File: src/rtl/d4_flow_direction_route_interval_core_defines.svh
// Assertion macros shared by the flow direction core.
// Included by the modules that carry concurrent checks; no other dependencies.
`ifndef D4_FLOW_DIRECTION_ROUTE_INTERVAL_CORE_DEFINES_SVH
`define D4_FLOW_DIRECTION_ROUTE_INTERVAL_CORE_DEFINES_SVH

// Expression must hold at every clock edge out of reset.
`define D4FD_ASSERT_ALWAYS(label, clk, rst_n, expr, msg) \
    label: assert property (@(posedge clk) disable iff (!rst_n) (expr)) else $error(msg);

// Consequent must hold in the same cycle as the antecedent.
`define D4FD_ASSERT_IMPLY(label, clk, rst_n, ante, cons, msg) \
    label: assert property (@(posedge clk) disable iff (!rst_n) (ante) |-> (cons)) else $error(msg);

`endif

File: src/rtl/d4fd_pkg.sv
// Shared types and constants for the D4 flow direction and routing interval core.
// No dependencies; used by the top level, front end, queue and back end.
`timescale 1ns / 1ps

package d4fd_pkg;

    localparam int FRAC_BITS_DEF = 10;
    localparam int ELEV_W        = 32;
    localparam int SPACE_W       = 24;
    localparam int SPEED_W       = 16;
    localparam int INTV_W        = 32;
    localparam int DIR_W         = 3;
    localparam int MASK_W        = 4;
    localparam int DATA_W        = 32;
    localparam int ADDR_W        = 5;
    localparam int REG_IDX_W     = 3;
    localparam int QUEUE_DEPTH   = 2;
    localparam int QUEUE_PTR_W   = 1;
    localparam int QUEUE_CNT_W   = 2;

    localparam logic [DIR_W-1:0] DIR_SELF  = 3'd0;
    localparam logic [DIR_W-1:0] DIR_NORTH = 3'd1;
    localparam logic [DIR_W-1:0] DIR_EAST  = 3'd2;
    localparam logic [DIR_W-1:0] DIR_SOUTH = 3'd3;
    localparam logic [DIR_W-1:0] DIR_WEST  = 3'd4;

    localparam logic [REG_IDX_W-1:0] REG_SPEED   = 3'd0;
    localparam logic [REG_IDX_W-1:0] REG_SLOPE   = 3'd1;
    localparam logic [REG_IDX_W-1:0] REG_LATLONG = 3'd2;
    localparam logic [REG_IDX_W-1:0] REG_GRID    = 3'd3;
    localparam logic [REG_IDX_W-1:0] REG_SUBGRID = 3'd4;

    localparam logic [SPEED_W-1:0] SPEED_RST = 16'd102;
    localparam logic [SPACE_W-1:0] GRID_RST  = 24'd10240;
    localparam logic [INTV_W-1:0]  INTV_MAX  = 32'hFFFF_FFFF;

    // Settings the front end needs to classify a cell.
    typedef struct packed {
        logic               latlong;
        logic               subgrid;
        logic [SPACE_W-1:0] grid;
    } t_class_cfg;

    // Settings the back end needs to compute the interval.
    typedef struct packed {
        logic               slope;
        logic [SPEED_W-1:0] speed;
    } t_route_cfg;

    typedef struct packed {
        logic               cell_valid;
        logic [DIR_W-1:0]   dir;
        logic               force_zero;
        logic [SPACE_W-1:0] spacing;
    } t_meta;

    localparam int META_W = $bits(t_meta);

    typedef struct packed {
        t_meta             meta;
        logic [ELEV_W-1:0] drop;
    } t_item;

endpackage

File: src/rtl/d4fd_front.sv
// Front end: takes a cell request, picks the steepest descent neighbor and spacing.
// Depends on d4fd_pkg; feeds d4fd_queue.
`timescale 1ns / 1ps

module d4fd_front (
    input  logic                               i_clk,
    input  logic                               i_rst_n,
    input  logic                               i_start,
    output logic                               o_busy,
    input  logic signed [d4fd_pkg::ELEV_W-1:0] i_elev_center,
    input  logic signed [d4fd_pkg::ELEV_W-1:0] i_elev_north,
    input  logic signed [d4fd_pkg::ELEV_W-1:0] i_elev_east,
    input  logic signed [d4fd_pkg::ELEV_W-1:0] i_elev_south,
    input  logic signed [d4fd_pkg::ELEV_W-1:0] i_elev_west,
    input  logic [d4fd_pkg::MASK_W-1:0]        i_neighbor_mask,
    input  logic                               i_center_nodata,
    input  logic [d4fd_pkg::SPACE_W-1:0]       i_cell_dx,
    input  logic [d4fd_pkg::SPACE_W-1:0]       i_cell_dy,
    input  logic                               i_channel_present,
    input  logic                               i_boundary_hold,
    input  d4fd_pkg::t_class_cfg               i_cfg,
    input  logic                               i_q_ready,
    output logic                               o_push,
    output d4fd_pkg::t_item                    o_item
);

    logic                               accept;
    logic                               r_vld;
    logic                               n_vld;
    d4fd_pkg::t_item                    r_item;
    logic                               have_a, have_b, have;
    logic signed [d4fd_pkg::ELEV_W-1:0] best_a, best_b, best;
    logic [d4fd_pkg::DIR_W-1:0]         dir_a, dir_b, dir_pick;
    logic                               descent;
    logic                               force_self;
    logic [d4fd_pkg::ELEV_W:0]          drop_full;
    logic [d4fd_pkg::SPACE_W-1:0]       spacing;
    d4fd_pkg::t_item                    item_c;

    assign o_busy = r_vld & ~i_q_ready;
    assign accept = i_start & ~o_busy;
    assign o_push = r_vld & i_q_ready;
    assign o_item = r_item;

    // Pairwise minimum keeps the earlier direction on equal elevations.
    always_comb begin
        if (i_neighbor_mask[0] && !(i_neighbor_mask[1] && (i_elev_east < i_elev_north))) begin
            have_a = 1'b1;
            best_a = i_elev_north;
            dir_a  = d4fd_pkg::DIR_NORTH;
        end else if (i_neighbor_mask[1]) begin
            have_a = 1'b1;
            best_a = i_elev_east;
            dir_a  = d4fd_pkg::DIR_EAST;
        end else begin
            have_a = 1'b0;
            best_a = i_elev_north;
            dir_a  = d4fd_pkg::DIR_SELF;
        end

        if (i_neighbor_mask[2] && !(i_neighbor_mask[3] && (i_elev_west < i_elev_south))) begin
            have_b = 1'b1;
            best_b = i_elev_south;
            dir_b  = d4fd_pkg::DIR_SOUTH;
        end else if (i_neighbor_mask[3]) begin
            have_b = 1'b1;
            best_b = i_elev_west;
            dir_b  = d4fd_pkg::DIR_WEST;
        end else begin
            have_b = 1'b0;
            best_b = i_elev_south;
            dir_b  = d4fd_pkg::DIR_SELF;
        end

        if (have_a && !(have_b && (best_b < best_a))) begin
            have     = 1'b1;
            best     = best_a;
            dir_pick = dir_a;
        end else begin
            have     = have_b;
            best     = best_b;
            dir_pick = dir_b;
        end
    end

    always_comb begin
        descent    = have && (best < i_elev_center);
        force_self = (i_cfg.subgrid & i_channel_present) | i_boundary_hold;
        drop_full  = {i_elev_center[d4fd_pkg::ELEV_W-1], i_elev_center}
                   - {best[d4fd_pkg::ELEV_W-1], best};

        if (!i_cfg.latlong) begin
            spacing = i_cfg.grid;
        end else if (dir_pick == d4fd_pkg::DIR_NORTH || dir_pick == d4fd_pkg::DIR_SOUTH) begin
            spacing = i_cell_dy;
        end else begin
            spacing = i_cell_dx;
        end

        item_c.meta.cell_valid = ~i_center_nodata;
        item_c.meta.dir        = (i_center_nodata || !descent || force_self)
                               ? d4fd_pkg::DIR_SELF : dir_pick;
        item_c.meta.force_zero = i_center_nodata | ~descent | (spacing == '0);
        item_c.meta.spacing    = spacing;
        item_c.drop            = drop_full[d4fd_pkg::ELEV_W-1:0];
    end

    assign n_vld = accept | (r_vld & ~o_push);

    always_ff @(posedge i_clk) begin
        if (!i_rst_n) begin
            r_vld <= 1'b0;
        end else begin
            r_vld <= n_vld;
        end
    end

    always_ff @(posedge i_clk) begin
        if (accept) begin
            r_item <= item_c;
        end
    end

endmodule

File: config.mk
export PLATFORM = sky130hd
export DESIGN_NAME = d4fd_front
export DESIGN_NICKNAME = d
export VERILOG_FILES = /design/src/rtl/d4_flow_direction_route_interval_core_defines.svh /design/src/rtl/d4fd_pkg.sv /design/src/rtl/d4fd_front.sv
export SDC_FILE = /design/constraint.sdc
export NUM_CORES = 1
export LEC_CHECK = 0
export ABC_AREA = 1
export BUFFER_PORTS_ARGS = -buffer_cell sky130_fd_sc_hd__clkbuf_2
export CAP_MARGIN = 30
export CORE_MARGIN = 2
export CORE_UTILIZATION = 46
export CTS_CLUSTER_DIAMETER = 150
export DETAILED_ROUTE_END_ITERATION = 12
export MAX_ROUTING_LAYER = met4
export PLACE_DENSITY = 0.9
export SYNTH_ARGS = -nofsm -noshare
export SYNTH_HDL_FRONTEND = slang
export SYNTH_SLANG_ARGS = --single-unit
export TNS_END_PERCENT = 10
File: constraint.sdc
create_clock -name i_clk -period 7.1 [get_ports i_clk]
set_input_delay 0 -clock i_clk [delete_from_list [all_inputs] [get_ports i_clk]]
set_output_delay 0 -clock i_clk [all_outputs]
set_load 0.005 [all_outputs]
==> results of run 1 <==
Yosys cell counts, types with 2 or more instances:
library cell    n
a2111oi_0       2
o221ai_1        4
nand3b_1       14
buf_6           2
nor3_2          2
nand3_1        57
clkbuf_1       21
nand4_1        13
a31oi_1         4
buf_4           2
a211oi_1        3
xnor2_1         7
nand3_2         3
nor3_1          4
or2_2           2
xor2_1         23
nor4_1          4
buf_2           3
o211ai_1        5
ha_1          125
a21oi_1        79
inv_1         187
edfxtp_1       61
nor2_1         46
o21a_1          3
nand2_1       313
o21ai_0       113
nand2_4         3
routing by layer:
metal	global-route usage [%]
met2	48.1
met4	10.3
met3	4.95
met5	-
met1	31.2
cell families after synthesis:
kind of cell / count (synthesis) / share of synthesized area, %
simple gates: 464 / 25.8
compound gates: 217 / 15.0
buf+inv: 217 / 11.0
fa+ha+maj: 126 / 20.7
flops: 62 / 24.1
xor+xnor: 30 / 3.43
metrics by stage:
step	instance area (µm²)	util, %	hold WS [ps]	worst slack [ps]	cells
after floorplan	7670	-	78.8	367	1116
after global placement	9610	58.4	255	196	1648
after detailed placement	9610	58.4	258	-35.1	1648
after CTS	10000	60.9	3.45	297	1677
after global routing	10200	61.8	22.4	-43.6	1682
what timing repair did:
item | in CTS | in global routing
setup buffers | 0 | 2
gates resized for setup | 0 | 39
endpoints found under the hold margin | 13 | 0
setup endpoints to repair | 0 | 12
hold buffers | 14 | 0
==> impl_results.md, run 1 <==
* Clock sinks at 62
* Worst EP post-GRT repair: o_item[31]$_DFFE_PP_/D
* Outcome: stopped before the end
* Largest net degree at the start of global routing at 62
* Vias in the first global route at 8273
* Rows at 47
* Stopped at: detailed routing (5_2_route)
* Synth Register Bits at 62
* Sequential fraction of the synthesis area at 24.1%
* TritonCTS Buffers at 9
* Cell Area, Synth at 7670 µm²
* EDFF count, synth at 61
* Die H at 133 µm
* Worst-case clock buffer depth at 2
* Die W at 133 µm
* Port bufs at 307
* Synth top area share at 23.9%
* Count of different cell masters after synthesis at 39
* Routability congestion estimate at 0.968
* Run Error: [ERROR DRT-0255] Maze Route cannot find path of net i_clk in worker of routeBox ( 96600 96600 ) ( 133125 133125 ).
* Avg Synthesized Cell Area at 6.87 µm²
* Post-synthesis cell count at 1116
* Global route total overflow at 0
* DPL Wire Length at 20.7 mm
* First-pass GRT wire length at 38.1 mm
* I/O pin count at 308
* Worst_ep kind: register data pin
* Ys async rst share at 0%
* Synthesis Warnings at 0
* Depth of the CTS H-tree at 3
* Mapped Nets at 1487
* Root buffer cell: clkbuf_16
* Overall routing resource usage at 27.4%
* Initial Util at 46.6%
* Ranking of synthesized cells by area: edfxtp_1 (24%), ha_1 (20%), nand2_1 (15%)
* Synth area leader: edfxtp_1
* Initial antenna violation count at 2
* Synth Flop Type: edfxtp_1
==> inputs of run 2 (changes only) <==
- CORE_UTILIZATION: 46 -> 40
- CTS_CLUSTER_DIAMETER: 150 -> default
- MAX_ROUTING_LAYER: met4 -> default
- PLACE_DENSITY: 0.9 -> default
- PLACE_DENSITY_LB_ADDON: default -> 0.15
- clock period: 7.1 -> 9.2 ns (I/O delays scaled with it)
==> impl_results.md, run 2 <==
* Crit. Startpoint: i_elev_south[31]
* Setup violations, final at 0
* Ys async rst share at 0%
* Maximum vdd drop at 0.0000956 V
* Die area at 20300 µm²
* F_max at 122 MHz
* HP Class: input pin to register
* Max-cap violations at 0
* Setup WS pre-CTS at 787 ps
* Power per cell area at 150 nW/µm²
* Worst setup SP type: input pin
* Cell Area, Synth at 7670 µm²
* Top cell family by delay on the critical path: simple AND/OR/NAND/NOR gates
* DR vias at 8044
* Vias/cell at 4.83
* Outcome: completed
* Sequential fraction of the synthesis area at 24.1%
* Worst path max stage delay at 480 ps
* Die W at 142 µm
* P&R area growth vs syn at 28.8%
* WP data required at 9340 ps
* Synth Register Bits at 62
* Overall routing resource usage at 21.9%
* CTS clock-pin slew for the worst setup and hold paths at 50 ps
* Most common cell after layout, fill and taps aside: nand2_1
* Critical path type: input pin to register
* R2R Path End: o_item[16]
* Avg Synthesized Cell Area at 6.87 µm²
* Setup TNS at 0 ps
* Fin crit share at 88.9%
* Worst-case clock buffer depth at 2
* Mapped Nets at 1487
* Clk_skew at 6.92 ps
* Port bufs at 307
* Worst-path maximum fanout at 35
* TritonCTS Buffers at 9
* Global route total overflow at 0
* End point of the critical path: o_item[30]
* Largest net degree at the start of global routing at 62
* Die H at 142 µm
* Synth top area share at 23.9%
* Ranking of synthesized cells by area: edfxtp_1 (24%), ha_1 (20%), nand2_1 (15%)
* Hold slack at 8.86 ps
* Synth top cells by count: nand2_1 (313), inv_1 (187), ha_1 (125), o21ai_0 (113), a21oi_1 (79)
* Depth of the CTS H-tree at 3
* Clk_lat worst skew at 320 ps
* Synth area leader: edfxtp_1
* Rows at 50
* Reg2reg path depth at 4
* RSZ-0062 raised after global routing: false
* Clock sinks at 62
* EDFF count, synth at 61
* Slowest-stage cell, CP: or3b_2
* Nets at 1798
* First-pass GRT wire length at 35.2 mm
* Final Hold Fails at 0
* Commonest non-fill, non-tap cells in the layout: nand2_1 (312), clkbuf_2 (307), inv_1 (187)
* Count of different cell masters after synthesis at 39
* Drt total wl at 23.3 mm
* Fin util at 52.7%
* Crit-path most repeated cell: nand2_1
* Routed Antenna Nets at 0
* Final WS setup at 1020 ps
* Worst-Margin Slew at 781 ps
* CTS tree: yes
* Initial Util at 40.9%
* I/O pin count at 308
* Worst reg2reg setup slack at 7630 ps
* Hold path cells at 3
* Pre-antenna DRT Iters at 4
* Stages on worst setup path at 49
* Post-CTS setup buffers at 0
* Largest register FFs at 61
* Vias in the first global route at 7461
* Worst setup EP type: register
* Final min period at 8180 ps
* Worst flop-to-flop path startpoint: r_vld
* Fill cells at 1948
* Pleak at 5.60 nW
* DRC violations left at 0
* Post-synthesis cell count at 1116
* Worst path bufs/invs at 7
* Share of cells above drive strength 1 at 23.8%
* Routability congestion estimate at 0.884
* Root buffer cell: clkbuf_16
* Initial antenna violation count at 1
* Worst EP arrival at 8320 ps
* Most frequent cell after synthesis: nand2_1
* DR WL/cell at 14.0 µm
* Synth Flop Type: edfxtp_1
* Worst slew margin at 48.0%
* DPL Wire Length at 20.2 mm
* Max Slew Vio Count at 0
* Iter 0 DRT Violations at 248
* Core Region at 18800 µm²
* Synthesis Warnings at 0
run 2: cell counts after synthesis:
No cell type changed its count.
run 2: metal layers:
| metal | track usage (%) | up-vias | wire (µm) |
|---|---|---|---|
| met2 | 40.6 | 244 | 11400 |
| met4 | 4.69 | 0 | 281 |
| met3 | 3.47 | 19 | 1370 |
| met5 | 0 | - | 0 |
| met1 | 26.6 | 3463 | 10300 |
| li1 | - | 4318 | - |
run 2: cell type report:
cell class / instances / area [µm²] / area share (%)
Clock inverter: 5 / 51.3 / 0.519
Antenna cell: 1 / 2.50 / 0.0253
Inverter: 188 / 706 / 7.14
Timing Repair Buffer: 329 / 1760 / 17.8
Tap cell: 234 / 293 / 2.96
Clock buffer: 10 / 229 / 2.32
Sequential cell: 62 / 1850 / 18.7
Multi-Input combinational cell: 837 / 4990 / 50.5
run 2: worst register-to-register path, cell delays in order, from the launching register on:
cell     delay [ps]
dfxtp_1         300
nand2_1          80
inv_1            80
nor2_4           70
buf_4           600
run 2: cells by family (layout without fill, tap and decap cells):
logic type      after synthesis  in the layout  share of synthesized area, %
compound gates              217            217                          15.0
xor+xnor                     30             30                          3.43
fa+ha+maj                   126            126                          20.7
buf+inv                     217            532                          11.0
flops                        62             62                          24.1
other cells                   0              1                             0
simple gates                464            464                          25.8
run 2: worst min path at each step:
stage,endpoint,startpoint,slack (ps)
floorplan,o_push,i_q_ready,80
global placement,r_vld,i_rst_n,240
detailed placement,r_vld,i_rst_n,240
CTS,o_item[34],i_cfg[2],0.4
global route,o_item[34],i_cfg[2],10
finish,o_item[34],i_cfg[2],9
run 2: timing repair:
item	CTS	global route
resized for setup	0	0
hold buffers	16	0
hold endpoints to repair	15	0
run 2: per-stage QoR:
stage,area (µm²),power (mW),instances
2_1_floorplan,7670,0.913,1116
3_3_place_gp,9410,1.16,1633
3_5_place_dp,9440,1.17,1634
4_1_cts,9880,1.50,1665
5_1_grt,9880,1.61,1665
6_report,9880,1.48,1666
run 2: power breakdown:
group | switching, mW | leakage, nW | internal (mW)
Clock | 0.109 | 0.136 | 0.206
Combinational | 0.448 | 4.86 | 0.298
Sequential | 0.0160 | 0.601 | 0.402
(Power assumes the default switching activity.)
==> inputs of run 3 (changes only) <==
- CORE_UTILIZATION: 40 -> 39
==> impl_results.md, run 3 (same netlist as run 2, synthesis figures left out) <==
* Die W at 144 µm
* HP Class: input pin to register
* F_max at 125 MHz
* Clk_lat worst skew at 320 ps
* Routed met1 length at 10.5 mm
* Fin util at 50.9%
* Max-cap violations at 0
* Nets at 1797
* First-pass GRT wire length at 35.3 mm
* Worst path bufs/invs at 7
* Slowest-stage cell, CP: inv_1
* Drt total wl at 23.8 mm
* Maximum vdd drop at 0.0000794 V
* Core Region at 19400 µm²
* Pre-antenna DRT Iters at 5
* Power per cell area at 147 nW/µm²
* Non-Filler Instances at 1698
* TritonCTS Buffers at 9
* CTS tree: yes
* Root buffer cell: clkbuf_16
* Port bufs at 307
* Depth of the CTS H-tree at 3
* Rows at 51
* Clock sinks at 62
* Setup WS pre-CTS at 882 ps
* Metal3 WL at 1.55 mm
* Critical path type: input pin to register
* Pleak at 5.57 nW
* Global route total overflow at 0
* I/O pin count at 308
* Worst-path maximum fanout at 35
* Final WS setup at 1180 ps
* Crit. Startpoint: i_elev_north[31]
* Largest net degree at the start of global routing at 64
* WP data required at 9270 ps
* DRC violations left at 0
* Top Layer Used: met4
* Crit-path most repeated cell: nand2_1
* Clk_skew at 6.75 ps
* Final min period at 8020 ps
* Die area at 20800 µm²
* Initial antenna violation count at 2
* Worst flop-to-flop path startpoint: r_vld
* Worst-case clock buffer depth at 2
* Worst-Margin Slew at 982 ps
* P&R area growth vs syn at 28.7%
* DR WL/cell at 14.0 µm
* DR vias at 8109
* Inst Count DP at 1662
* Fill cells at 2032
* Worst setup EP type: register
* Worst setup SP type: input pin
* Commonest non-fill, non-tap cells in the layout: nand2_1 (312), clkbuf_2 (307), inv_1 (187)
* Share of cells above drive strength 1 at 23.4%
* Worst EP arrival at 8090 ps
* Top cell family by delay on the critical path: simple AND/OR/NAND/NOR gates
* Setup TNS at 0 ps
* Vias/cell at 4.78
* Routability congestion estimate at 0.841
* Setup violations, final at 0
* Final Hold Fails at 0
* Most common cell after layout, fill and taps aside: nand2_1
* DPL Wire Length at 20.2 mm
* Worst path max stage delay at 630 ps
* Fin crit share at 87.2%
* Vias in the first global route at 7413
* Max Slew Vio Count at 0
* RSZ-0062 raised after global routing: false
* CTS clock-pin slew for the worst setup and hold paths at 50 ps
* Overall routing resource usage at 21.8%
* Routed Antenna Nets at 0
* Outcome: completed
* HP Start: i_cfg[4]
* Total power at 1.45 mW
* Iter 0 DRT Violations at 298
* Worst slew margin at 34.3%
* Wire length on met2 at 11.3 mm
* Post-CTS setup buffers at 0
* Die H at 144 µm
* Initial Util at 39.5%
* Largest register FFs at 61
[run 3: worst register-to-register path, cell delays in order, from the launching register on]
cell and delay, ps:
dfxtp_1 310, nand2_1 80, inv_1 70, nor2_4 70, buf_4 640
[run 3: path summary, 6_finish.rpt]
check        depth (start not counted)  slack [ps]    endpoint
max                                 51        1180  o_item[30]
min reg2reg                          3        1070       r_vld
min                                  3          20  o_item[36]
max reg2reg                          4        7610   o_item[8]
[run 3: repair_timing]
action / in CTS / in global routing
gates resized for setup: 0 / 0
endpoints found under the hold margin: 17 / 0
hold buffers: 18 / 0
[run 3: area by class of cell]
| type | instances | area, µm² | area share, % |
|---|---|---|---|
| multi-input combinational | 837 | 4990 | 50.5 |
| sequential | 62 | 1850 | 18.8 |
| timing repair buffer | 328 | 1740 | 17.6 |
| inverter | 188 | 706 | 7.15 |
| tap | 265 | 332 | 3.36 |
| clock buffer | 11 | 233 | 2.36 |
| clock inverter | 4 | 15.0 | 0.152 |
| antenna | 3 | 7.51 | 0.0761 |
[run 3: metrics by stage]
step                      area (µm²)  hold WS (ps)
after floorplan                 7670          78.8
after global placement          9440           242
after detailed placement        9440           246
after CTS                       9860          1.70
after global routing            9870          22.3
final                           9870          16.3
[run 3: per-layer routing]
metal	GRT usage (%)	vias up
met5	0	-
met4	6.44	0
met3	3.94	21
met2	39.3	263
met1	26.5	3500
li1	-	4325
[run 3: power breakdown]
part | switching [mW] | leakage, nW | internal (mW)
combinational | 0.448 | 4.85 | 0.295
clock | 0.109 | 0.120 | 0.177
sequential | 0.0174 | 0.601 | 0.402
total | 0.575 | 5.57 | 0.874
