<file path="src/rtl/d4_flow_direction_route_interval_core_defines.svh">
// Assertion macros shared by the flow direction core.
// Included by the modules that carry concurrent checks; no other dependencies.
`ifndef D4_FLOW_DIRECTION_ROUTE_INTERVAL_CORE_DEFINES_SVH
`define D4_FLOW_DIRECTION_ROUTE_INTERVAL_CORE_DEFINES_SVH

// Expression must hold at every clock edge out of reset.
`define D4FD_ASSERT_ALWAYS(label, clk, rst_n, expr, msg) \
    label: assert property (@(posedge clk) disable iff (!rst_n) (expr)) else $error(msg);

// Consequent must hold in the same cycle as the antecedent.
`define D4FD_ASSERT_IMPLY(label, clk, rst_n, ante, cons, msg) \
    label: assert property (@(posedge clk) disable iff (!rst_n) (ante) |-> (cons)) else $error(msg);

`endif

</file>
<file path="src/rtl/d4fd_pkg.sv">
// Shared types and constants for the D4 flow direction and routing interval core.
// No dependencies; used by the top level, front end, queue and back end.
`timescale 1ns / 1ps

package d4fd_pkg;

    localparam int FRAC_BITS_DEF = 10;
    localparam int ELEV_W        = 32;
    localparam int SPACE_W       = 24;
    localparam int SPEED_W       = 16;
    localparam int INTV_W        = 32;
    localparam int DIR_W         = 3;
    localparam int MASK_W        = 4;
    localparam int DATA_W        = 32;
    localparam int ADDR_W        = 5;
    localparam int REG_IDX_W     = 3;
    localparam int QUEUE_DEPTH   = 2;
    localparam int QUEUE_PTR_W   = 1;
    localparam int QUEUE_CNT_W   = 2;

    localparam logic [DIR_W-1:0] DIR_SELF  = 3'd0;
    localparam logic [DIR_W-1:0] DIR_NORTH = 3'd1;
    localparam logic [DIR_W-1:0] DIR_EAST  = 3'd2;
    localparam logic [DIR_W-1:0] DIR_SOUTH = 3'd3;
    localparam logic [DIR_W-1:0] DIR_WEST  = 3'd4;

    localparam logic [REG_IDX_W-1:0] REG_SPEED   = 3'd0;
    localparam logic [REG_IDX_W-1:0] REG_SLOPE   = 3'd1;
    localparam logic [REG_IDX_W-1:0] REG_LATLONG = 3'd2;
    localparam logic [REG_IDX_W-1:0] REG_GRID    = 3'd3;
    localparam logic [REG_IDX_W-1:0] REG_SUBGRID = 3'd4;

    localparam logic [SPEED_W-1:0] SPEED_RST = 16'd102;
    localparam logic [SPACE_W-1:0] GRID_RST  = 24'd10240;
    localparam logic [INTV_W-1:0]  INTV_MAX  = 32'hFFFF_FFFF;

    // Settings the front end needs to classify a cell.
    typedef struct packed {
        logic               latlong;
        logic               subgrid;
        logic [SPACE_W-1:0] grid;
    } t_class_cfg;

    // Settings the back end needs to compute the interval.
    typedef struct packed {
        logic               slope;
        logic [SPEED_W-1:0] speed;
    } t_route_cfg;

    typedef struct packed {
        logic               cell_valid;
        logic [DIR_W-1:0]   dir;
        logic               force_zero;
        logic [SPACE_W-1:0] spacing;
    } t_meta;

    localparam int META_W = $bits(t_meta);

    typedef struct packed {
        t_meta             meta;
        logic [ELEV_W-1:0] drop;
    } t_item;

endpackage

</file>
<file path="src/rtl/d4fd_queue.sv">
// Two-entry queue between the classifying front end and the arithmetic back end.
// Depends on d4fd_pkg and the shared assertion macros.
`timescale 1ns / 1ps
`include "d4_flow_direction_route_interval_core_defines.svh"

module d4fd_queue (
    input  logic            i_clk,
    input  logic            i_rst_n,
    input  logic            i_push,
    input  d4fd_pkg::t_item i_item,
    output logic            o_ready,
    output logic            o_vld,
    output d4fd_pkg::t_item o_item
);

    d4fd_pkg::t_item                  r_mem [d4fd_pkg::QUEUE_DEPTH];
    logic [d4fd_pkg::QUEUE_PTR_W-1:0] r_wr, r_rd;
    logic [d4fd_pkg::QUEUE_CNT_W-1:0] r_cnt, n_cnt;
    logic                             pop;

    assign o_ready = r_cnt != d4fd_pkg::QUEUE_CNT_W'(d4fd_pkg::QUEUE_DEPTH);
    assign o_vld   = r_cnt != '0;
    // The back end never stalls, so the head leaves in the cycle it shows.
    assign pop     = o_vld;
    assign o_item  = r_mem[r_rd];

    always_comb begin
        n_cnt = r_cnt;
        if (i_push && !pop) begin
            n_cnt = r_cnt + 1'b1;
        end else if (pop && !i_push) begin
            n_cnt = r_cnt - 1'b1;
        end
    end

    always_ff @(posedge i_clk) begin
        if (!i_rst_n) begin
            r_cnt <= '0;
            r_wr  <= '0;
            r_rd  <= '0;
        end else begin
            r_cnt <= n_cnt;
            if (i_push) begin
                r_wr <= r_wr + 1'b1;
            end
            if (pop) begin
                r_rd <= r_rd + 1'b1;
            end
        end
    end

    always_ff @(posedge i_clk) begin
        if (i_push) begin
            r_mem[r_wr] <= i_item;
        end
    end

    `D4FD_ASSERT_ALWAYS(a_cnt_bound, i_clk, i_rst_n, r_cnt <= d4fd_pkg::QUEUE_CNT_W'(d4fd_pkg::QUEUE_DEPTH), "queue count above depth")
    `D4FD_ASSERT_IMPLY(a_no_overflow, i_clk, i_rst_n, i_push, o_ready, "request pushed into a full queue")

endmodule

</file>
<file path="config.mk">
export PLATFORM = sky130hd
export DESIGN_NAME = d4fd_queue
export DESIGN_NICKNAME = d
export VERILOG_FILES = /design/src/rtl/d4fd_pkg.sv /design/src/rtl/d4fd_queue.sv
export VERILOG_INCLUDE_DIRS = /design/src /design/src/rtl
export SDC_FILE = /design/constraint.sdc
export NUM_CORES = 1
export LEC_CHECK = 0
export BUFFER_PORTS_ARGS = -buffer_cell sky130_fd_sc_hd__buf_2
export CAP_MARGIN = 20
export CORE_UTILIZATION = 50
export DETAILED_ROUTE_END_ITERATION = 10
export HOLD_SLACK_MARGIN = 0.1
export PLACE_DENSITY = 0.77
export SYNTH_ARGS = -nofsm -noshare
export SYNTH_HDL_FRONTEND = slang
export SYNTH_SLANG_ARGS = --single-unit
</file>
<file path="constraint.sdc">
create_clock -name i_clk -period 4.96 [get_ports i_clk]
set_clock_uncertainty 0.2 [all_clocks]
set_input_delay 0.248 -clock i_clk [delete_from_list [all_inputs] [get_ports i_clk]]
set_output_delay 0.248 -clock i_clk [all_outputs]
set_load 0.005 [all_outputs]
</file>
==> results of run 1 <==
## registers in the layout (all words and copies together), names as in the netlist, named ones only
signal and cells:
r_wr 1, r_mem 122, r_rd 1, r_cnt 2
## placed cells by master, fill, tap and decap left out
| master | count |
|---|---|
| dfxtp_1 | 4 |
| buf_2 | 126 |
| xor2_1 | 1 |
| clkinvlp_4 | 3 |
| and2_1 | 3 |
| mux2_2 | 61 |
| o21a_1 | 1 |
| nor2_1 | 1 |
| clkbuf_1 | 2 |
| ha_1 | 1 |
| clkbuf_16 | 16 |
| clkbuf_8 | 1 |
| buf_4 | 3 |
| a21boi_1 | 1 |
| xnor2_1 | 2 |
| or3_1 | 1 |
| dfxtp_2 | 1 |
| inv_1 | 1 |
| nor2b_4 | 1 |
| edfxtp_1 | 122 |
| nand2b_1 | 1 |
| nor2b_1 | 1 |
| dlygate4sd3_1 | 64 |
| clkinv_2 | 6 |
| clkinv_4 | 1 |
| bufinv_16 | 2 |
| and2_2 | 1 |
| o21ai_0 | 1 |
## kinds of logic (layout without fill, tap and decap cells)
logic type / count (synthesis) / in the layout
xor gates and xnor gates: 3 / 3
AOI/OAI and AO/OA: 3 / 3
muxes: 61 / 61
adders and majority gates: 1 / 1
and+or+nand+nor: 9 / 9
DFF: 127 / 127
buffers and inverters: 8 / 225
## per-layer routing
layer  up-vias  GRT usage, %  wire length (µm)  share of wire (%)
met2        87          33.3              4680                 53
met1      1257          20.8              3490                 40
met4         0          6.53                77               0.88
met5         -             0                 0                  0
li1       1246             -                 -                  -
met3        10          7.73               530                6.0
## stage by stage
| stage | total power [mW] | instances | setup slack, ps | hold slack (ps) |
|---|---|---|---|---|
| after floorplan | 1.68 | 212 | 1230 | 147 |
| after global placement | 1.89 | 442 | 2710 | 235 |
| after detailed placement | 1.90 | 442 | 2690 | 239 |
| after CTS | 3.07 | 537 | 2150 | 243 |
| after global routing | 3.17 | 537 | 2030 | 246 |
| final | 3.05 | 537 | 2180 | 268 |
## worst reg2reg max path: stages, from the launching register on
cell,delay (ps)
dfxtp_1,340
nor2b_4,100
buf_4,680
o21a_1,240
dlygate4sd3_1,550
## area by class of cell
class,count,area (µm²),share of cell area [%]
Clock buffer,19,422,6.44
Clock inverter,12,121,1.85
Timing Repair Buffer,193,1290,19.8
Sequential cell,127,3760,57.5
Multi-Input combinational cell,77,808,12.3
Inverter,1,3.75,0.0573
Tap cell,108,135,2.06
## worst paths after layout
check,startpoint,endpoint,slack (ps)
setup / recovery,register,o_item[5],2180
hold / removal,i_item[31],r_mem[0][31],270
setup reg to reg,r_wr,r_wr,2800
hold reg to reg,r_cnt[1],r_cnt[1],310
## power by group
group          internal (mW)  switching (mW)  leakage (nW)
logic                  0.360           0.250          1.06
clock network          0.705           0.418         0.263
registers               1.25          0.0588          1.19
==> flow_summary.json, run 1 <==
{
  "outcome": "finished with violations",
  "failed_checks": "DRC",
  "synth_top_family_by_area": "multiplexers",
  "clk_latency_ps": 490,
  "cp.depth": 3,
  "cts-buffers-inserted": 17,
  "rows": 34,
  "cts_root_buffer": "clkbuf_8",
  "critical_path_class": "reg2out",
  "seq_area_frac_synth_pct": 81.7,
  "setup_violations": 0,
  "firstDrtPassIters": 7,
  "synth_most_common_cell": "edfxtp_1",
  "tritoncts": "yes",
  "h-tree-depth": 4,
  "report.final.hold_viol_count": 0,
  "synthAdderAreaFrac_pct": 0.271,
  "critPathLaunchType": "register",
  "antenna_found_initial": 0,
  "start_util_pct": 52.3,
  "min_path_cells": 2,
  "fin_nets": 482,
  "yosysTopAreaCellShare_pct": 79.5,
  "path_delay_family": "flip-flops",
  "crit_buf_inv": 2,
  "power_density_nw_per_um2": 465,
  "antenna_left": 0,
  "synth_area_um2": 4610,
  "die_area_um2": 9610,
  "overflow": 0,
  "utilization_pct": 74.4,
  "slew_viol_final": 0,
  "crit_chain": "buf_4, mux2_2, buf_2",
  "synthSimpleGateAreaFrac_pct": 1.17,
  "vias": 2600,
  "clk_pin_slew_ps": 60,
  "finalWorstPathRequiredPeriod_ps": 2780,
  "postCtsResizedCells": 0,
  "arrival_ps": 2330,
  "rsz0062_at_grt": "false",
  "cap_viol_max_count": 0,
  "fin_crit_sh_pct": 56.0,
  "die_x_um": 98.0,
  "timing.setup.tns_ps": 0,
  "max_freq_ghz": 0.360,
  "track_usage_pct": 19.0,
  "ys_seq_elements": 127,
  "slew_headroom_pct": 43.4,
  "syn-num-nets": 277,
  "worstMarginPinSlew_ps": 850,
  "drt_iter0_drc": 111,
  "coreArea_um2": 8810,
  "synth_xor_area_share_pct": 0.570,
  "synth_area_leaders": "edfxtp_1, mux2_2, dfxtp_1, and2_1, buf_4",
  "hp-class": "in2reg",
  "reg2regPathDepth": 4,
  "routabilityCongestion": 0.667,
  "avgSynthCellArea_um2": 21.7,
  "post-dp-hpwl_mm": 4.73,
  "synth_top_flop_cell": "edfxtp_1",
  "drive_gt1_share_pct": 51.7,
  "synthToLayoutAreaGrowth_pct": 42.1,
  "peakVddDrop_mv": 0.292,
  "async_reset_ff_share_pct": 0,
  "wl_per_cell_um": 16.3,
  "leakagePower_nw": 2.51,
  "cp-end-kind": "primary output",
  "synth_edf_count": 122,
  "first_global_vias": 2676,
  "drc": 6,
  "via_per_inst": 4.84,
  "cts_setup_buffers": 0,
  "drt-total-wl_mm": 8.77,
  "synthTopCellsByCount": "edfxtp_1, mux2_2, dfxtp_1",
  "grt_max_degree": 63,
  "grt_pass1_wl_mm": 13.3,
  "cts_buffer_depth": 2,
  "synthMuxAreaShare_pct": 14.9,
  "diodes": 0,
  "yosys_warnings": 0,
  "syn_inst": 212,
  "fin_area_um2": 6550,
  "clock-sinks": 127,
  "required_ps": 4510,
  "ios": 127,
  "fillers": 548,
  "synth_compound_area_share_pct": 0.434,
  "critPathMaxFanout": 37,
  "crit_slowest_cell": "dfxtp_2",
  "synth_top_area_cell": "edfxtp_1",
  "max_stage_delay_ps": 720,
  "numPortBuffers": 126,
  "cts_hold_buffers": 64,
  "die_y_um": 98.0,
  "synthDistinctLibCells": 17,
  "dpl_cell_area_um2": 5370
}
Note: power is estimated with default switching activity, not from simulation.
==> inputs of run 2 (changes only) <==
Settings changed: CORE_UTILIZATION 50 to 47, PLACE_DENSITY 0.77 to 0.76.
Clock period 4.96 ns to 2.4 ns, I/O delays scaled along.
==> flow_summary.json, run 2 (same netlist as run 1, synthesis figures left out) <==
{
  "final_cell_mix": "buf_2, edfxtp_1, dlygate4sd3_1, mux2_2, clkbuf_16",
  "firstDrtPassIters": 4,
  "slew_headroom_pct": 66.8,
  "outcome": "completed",
  "largest_reg_flops": 122,
  "grt_max_degree": 39,
  "slew_viol_final": 0,
  "peakVddDrop_mv": 0.551,
  "ios": 127,
  "required_ps": 2080,
  "cp.depth": 3,
  "antenna_found_initial": 0,
  "critPathLaunchType": "register",
  "die_x_um": 101,
  "reg2regPathDepth": 5,
  "postCtsResizedCells": 0,
  "via_per_inst": 4.71,
  "cts-buffers-inserted": 17,
  "power_density_nw_per_um2": 997,
  "antenna_left": 0,
  "cts_root_buffer": "clkbuf_8",
  "wl_per_cell_um": 14.9,
  "routabilityCongestion": 0.718,
  "drt_iter0_drc": 76,
  "numPortBuffers": 126,
  "start_util_pct": 49.2,
  "fin_nets": 485,
  "first_global_vias": 2759,
  "largest_registers": "r_mem (122), r_cnt (2)",
  "rows": 35,
  "report.final.hold_viol_count": 0,
  "diodes": 0,
  "clock-sinks": 127,
  "die_area_um2": 10200,
  "cts_setup_buffers": 0,
  "hp-class": "in2reg",
  "min_from": "i_item[7]",
  "clk_latency_ps": 500,
  "crit_chain": "buf_4, mux2_2, buf_2",
  "max_stage_delay_ps": 420,
  "max_freq_ghz": 0.474,
  "track_usage_pct": 17.4,
  "h-tree-depth": 4,
  "arrival_ps": 1790,
  "crit_slowest_cell": "buf_4",
  "synthToLayoutAreaGrowth_pct": 45.1,
  "grt_pass1_wl_mm": 12.7,
  "die_y_um": 101,
  "coreArea_um2": 9370,
  "holdPathEnd": "r_mem[0][7]",
  "post-dp-hpwl_mm": 4.87,
  "cp-end-kind": "primary output",
  "clk_pin_slew_ps": 60,
  "rsz0062_at_grt": "false",
  "drt-total-wl_mm": 8.39,
  "drc": 0,
  "overflow": 0,
  "power_mw": 6.67,
  "top_register": "r_mem",
  "leakagePower_nw": 2.57,
  "r2r_start": "r_cnt[0]",
  "layout_commonest_cell": "buf_2",
  "min_path_cells": 2,
  "r2r_slack_ps": 400,
  "fin_crit_sh_pct": 87.8,
  "cap_viol_max_count": 0,
  "path_delay_family": "buffers and inverters",
  "whs_ps": 139,
  "worstMarginPinSlew_ps": 498,
  "critPathMaxFanout": 38,
  "finalWorstPathRequiredPeriod_ps": 2110,
  "reg2reg_to": "r_cnt[0]",
  "vias": 2646,
  "drive_gt1_share_pct": 52.0,
  "tritoncts": "yes",
  "critical_path_class": "reg2out",
  "cts_buffer_depth": 2,
  "setup_violations": 0,
  "crit_buf_inv": 2
}
==> run 2: repair_timing <==
item                       4_1_cts  5_1_grt
hold endpoints to repair       127        0
hold buffers                    64        0
setup endpoints to repair        0        0
==> run 2: final cells by class <==
cell class | instances | area (µm²)
multi-input combinational | 77 | 808
fill | 609 | 2690
timing repair buffer | 196 | 1320
sequential | 127 | 3760
clock inverter | 15 | 218
tap | 129 | 161
inverter | 1 | 3.75
clock buffer | 17 | 414
==> run 2: worst max path at each step <==
stage	start	end
2_1_floorplan	r_wr	r_mem[1][0]
3_3_place_gp	register	o_item[25]
3_5_place_dp	r_cnt[0]	r_cnt[1]
4_1_cts	register	o_item[27]
5_1_grt	register	o_item[34]
6_report	register	o_item[25]
==> run 2: worst register-to-register path: stages (launching register included) <==
cell and delay, ps:
dfxtp_1 350, nor2_1 200, ha_1 310, xnor2_1 140, and2_1 150, dlygate4sd3_1 550
==> run 2: per-layer routing <==
| layer | GRT usage (%) | wire (µm) | up-vias | share of wire (%) |
|---|---|---|---|---|
| met5 | 0 | 0 | - | 0 |
| li1 | - | - | 1254 | - |
| met3 | 5.69 | 466 | 11 | 5.6 |
| met2 | 31.0 | 4490 | 92 | 54 |
| met4 | 9.48 | 80 | 0 | 0.95 |
| met1 | 18.0 | 3350 | 1289 | 40 |
==> run 2: stage by stage <==
| stage | cells | setup TNS (ps) | instance area, µm² | util, % | setup WS, ps |
|---|---|---|---|---|---|
| 2_1_floorplan | 212 | -3190 | 4620 | - | -52.2 |
| 3_3_place_gp | 466 | 0 | 5410 | 57.8 | 806 |
| 3_5_place_dp | 466 | 0 | 5410 | 57.8 | 789 |
| 4_1_cts | 562 | 0 | 6690 | 71.3 | 248 |
| 5_1_grt | 562 | 0 | 6690 | 71.3 | 187 |
| 6_report | 562 | 0 | 6690 | 71.3 | 292 |
==> run 2: report_power, final <==
group          internal [mW]  total (mW)  leakage, nW  switching (mW)
Combinational          0.770        1.35         1.08           0.576
Sequential              2.59        2.64         1.19          0.0484
Clock                   1.79        2.68        0.305           0.897
==> inputs of run 3 (changes only) <==
Settings changed: CORE_ASPECT_RATIO from default to 1.75.
==> flow_summary.json, run 3 (same netlist as run 1, synthesis figures left out) <==
{
  "report.final.hold_viol_count": 0,
  "numPortBuffers": 126,
  "antenna_left": 0,
  "overflow": 0,
  "peakVddDrop_mv": 0.731,
  "max_freq_ghz": 0.501,
  "cts_root_buffer": "clkbuf_16",
  "cp-end-kind": "primary output",
  "post-dp-hpwl_mm": 5.03,
  "coreArea_um2": 9470,
  "max_stage_delay_ps": 410,
  "rows": 47,
  "fin_cells": 553,
  "first_global_vias": 2962,
  "routabilityCongestion": 0.717,
  "slew_headroom_pct": 68.3,
  "layout_commonest_cell": "buf_2",
  "grt_pass1_wl_mm": 14.3,
  "crit_buf_inv": 2,
  "crit_chain": "buf_4, mux2_2, buf_2",
  "firstDrtPassIters": 4,
  "slew_viol_final": 0,
  "largest_reg_flops": 122,
  "fin_nets": 483,
  "final_cell_mix": "buf_2, edfxtp_1, dlygate4sd3_1, mux2_2, clkbuf_16",
  "finalWorstPathRequiredPeriod_ps": 2000,
  "grt_max_degree": 62,
  "ios": 127,
  "postCtsResizedCells": 0,
  "drive_gt1_share_pct": 51.0,
  "top_register": "r_mem",
  "outcome": "completed",
  "hp-class": "in2reg",
  "fin_crit_sh_pct": 83.2,
  "dpl_cell_area_um2": 5420,
  "path_delay_family": "buffers and inverters",
  "cts_setup_buffers": 0,
  "cts_buffer_depth": 2,
  "die_y_um": 133,
  "power_density_nw_per_um2": 964,
  "vias": 2648,
  "largest_registers": "r_mem (122), r_cnt (2)",
  "cap_viol_max_count": 0,
  "drt_iter0_drc": 155,
  "clock-sinks": 127,
  "arrival_ps": 1680,
  "clk_pin_slew_ps": 50,
  "die_x_um": 76.9,
  "antenna_found_initial": 0,
  "drt-total-wl_mm": 9.08,
  "drc": 0,
  "rsz0062_at_grt": "false",
  "h-tree-depth": 4,
  "clk_latency_ps": 400,
  "worstMarginPinSlew_ps": 475,
  "track_usage_pct": 19.4,
  "diodes": 0,
  "critPathMaxFanout": 34,
  "start_util_pct": 48.7,
  "via_per_inst": 4.79,
  "critical_path_class": "reg2out",
  "critPathLaunchType": "register",
  "leakagePower_nw": 2.54,
  "cts_hold_buffers": 64,
  "fin_area_um2": 6630,
  "tritoncts": "yes",
  "dp.cells": 457,
  "die_area_um2": 10200,
  "setup_violations": 0,
  "synthToLayoutAreaGrowth_pct": 43.8,
  "wl_per_cell_um": 16.4,
  "cts-buffers-inserted": 17,
  "crit_slowest_cell": "mux2_2",
  "required_ps": 2080
}
-- run 3: final cells by class --
class / count / area, µm²
Timing Repair Buffer: 194 / 1330
Clock buffer: 28 / 551
Sequential cell: 127 / 3760
Fill cell: 641 / 2840
Multi-Input combinational cell: 77 / 808
Clock inverter: 4 / 20.0
Tap cell: 122 / 153
Inverter: 1 / 3.75
-- run 3: path summary, 6_finish.rpt --
| check | start | depth (start not counted) | slack [ps] | end |
|---|---|---|---|---|
| max | register | 3 | 400 | o_item[19] |
| min | i_item[15] | 2 | 240 | r_mem[1][15] |
| max reg2reg | r_cnt[0] | 4 | 790 | r_cnt[1] |
| min reg2reg | r_cnt[1] | 2 | 300 | r_cnt[1] |
-- run 3: power by group --
group	leakage [nW]	switching [mW]	total (mW)	internal [mW]
clock	0.284	0.838	2.39	1.55
combinational	1.07	0.594	1.35	0.761
sequential	1.19	0.0487	2.64	2.59
total	2.54	1.48	6.39	4.91
-- run 3: per-stage QoR --
step | setup TNS, ps | worst slack, ps | hold WS, ps | power (mW) | util [%]
after floorplan | -3190 | -52.2 | 18.9 | 3.48 | -
after global placement | 0 | 828 | 107 | 3.93 | 57.2
after detailed placement | 0 | 787 | 111 | 3.95 | 57.2
after CTS | 0 | 378 | 223 | 6.44 | 70.0
after global routing | 0 | 330 | 228 | 6.65 | 70.0
final | 0 | 403 | 242 | 6.39 | 70.0
-- run 3: worst register-to-register path, stage by stage (launching register included) --
cell	delay, ps
dfxtp_1	350
nor2_1	210
ha_1	310
or3_1	350
a21boi_1	130
-- run 3: metal layers --
metal  up-vias  share of wire, %  global-route usage (%)
li1       1249                 -                       -
met1      1282                36                    18.5
met2        90                56                    35.4
met3        27               4.4                    6.00
met4         0               4.1                    11.8
met5         -                 0                       0
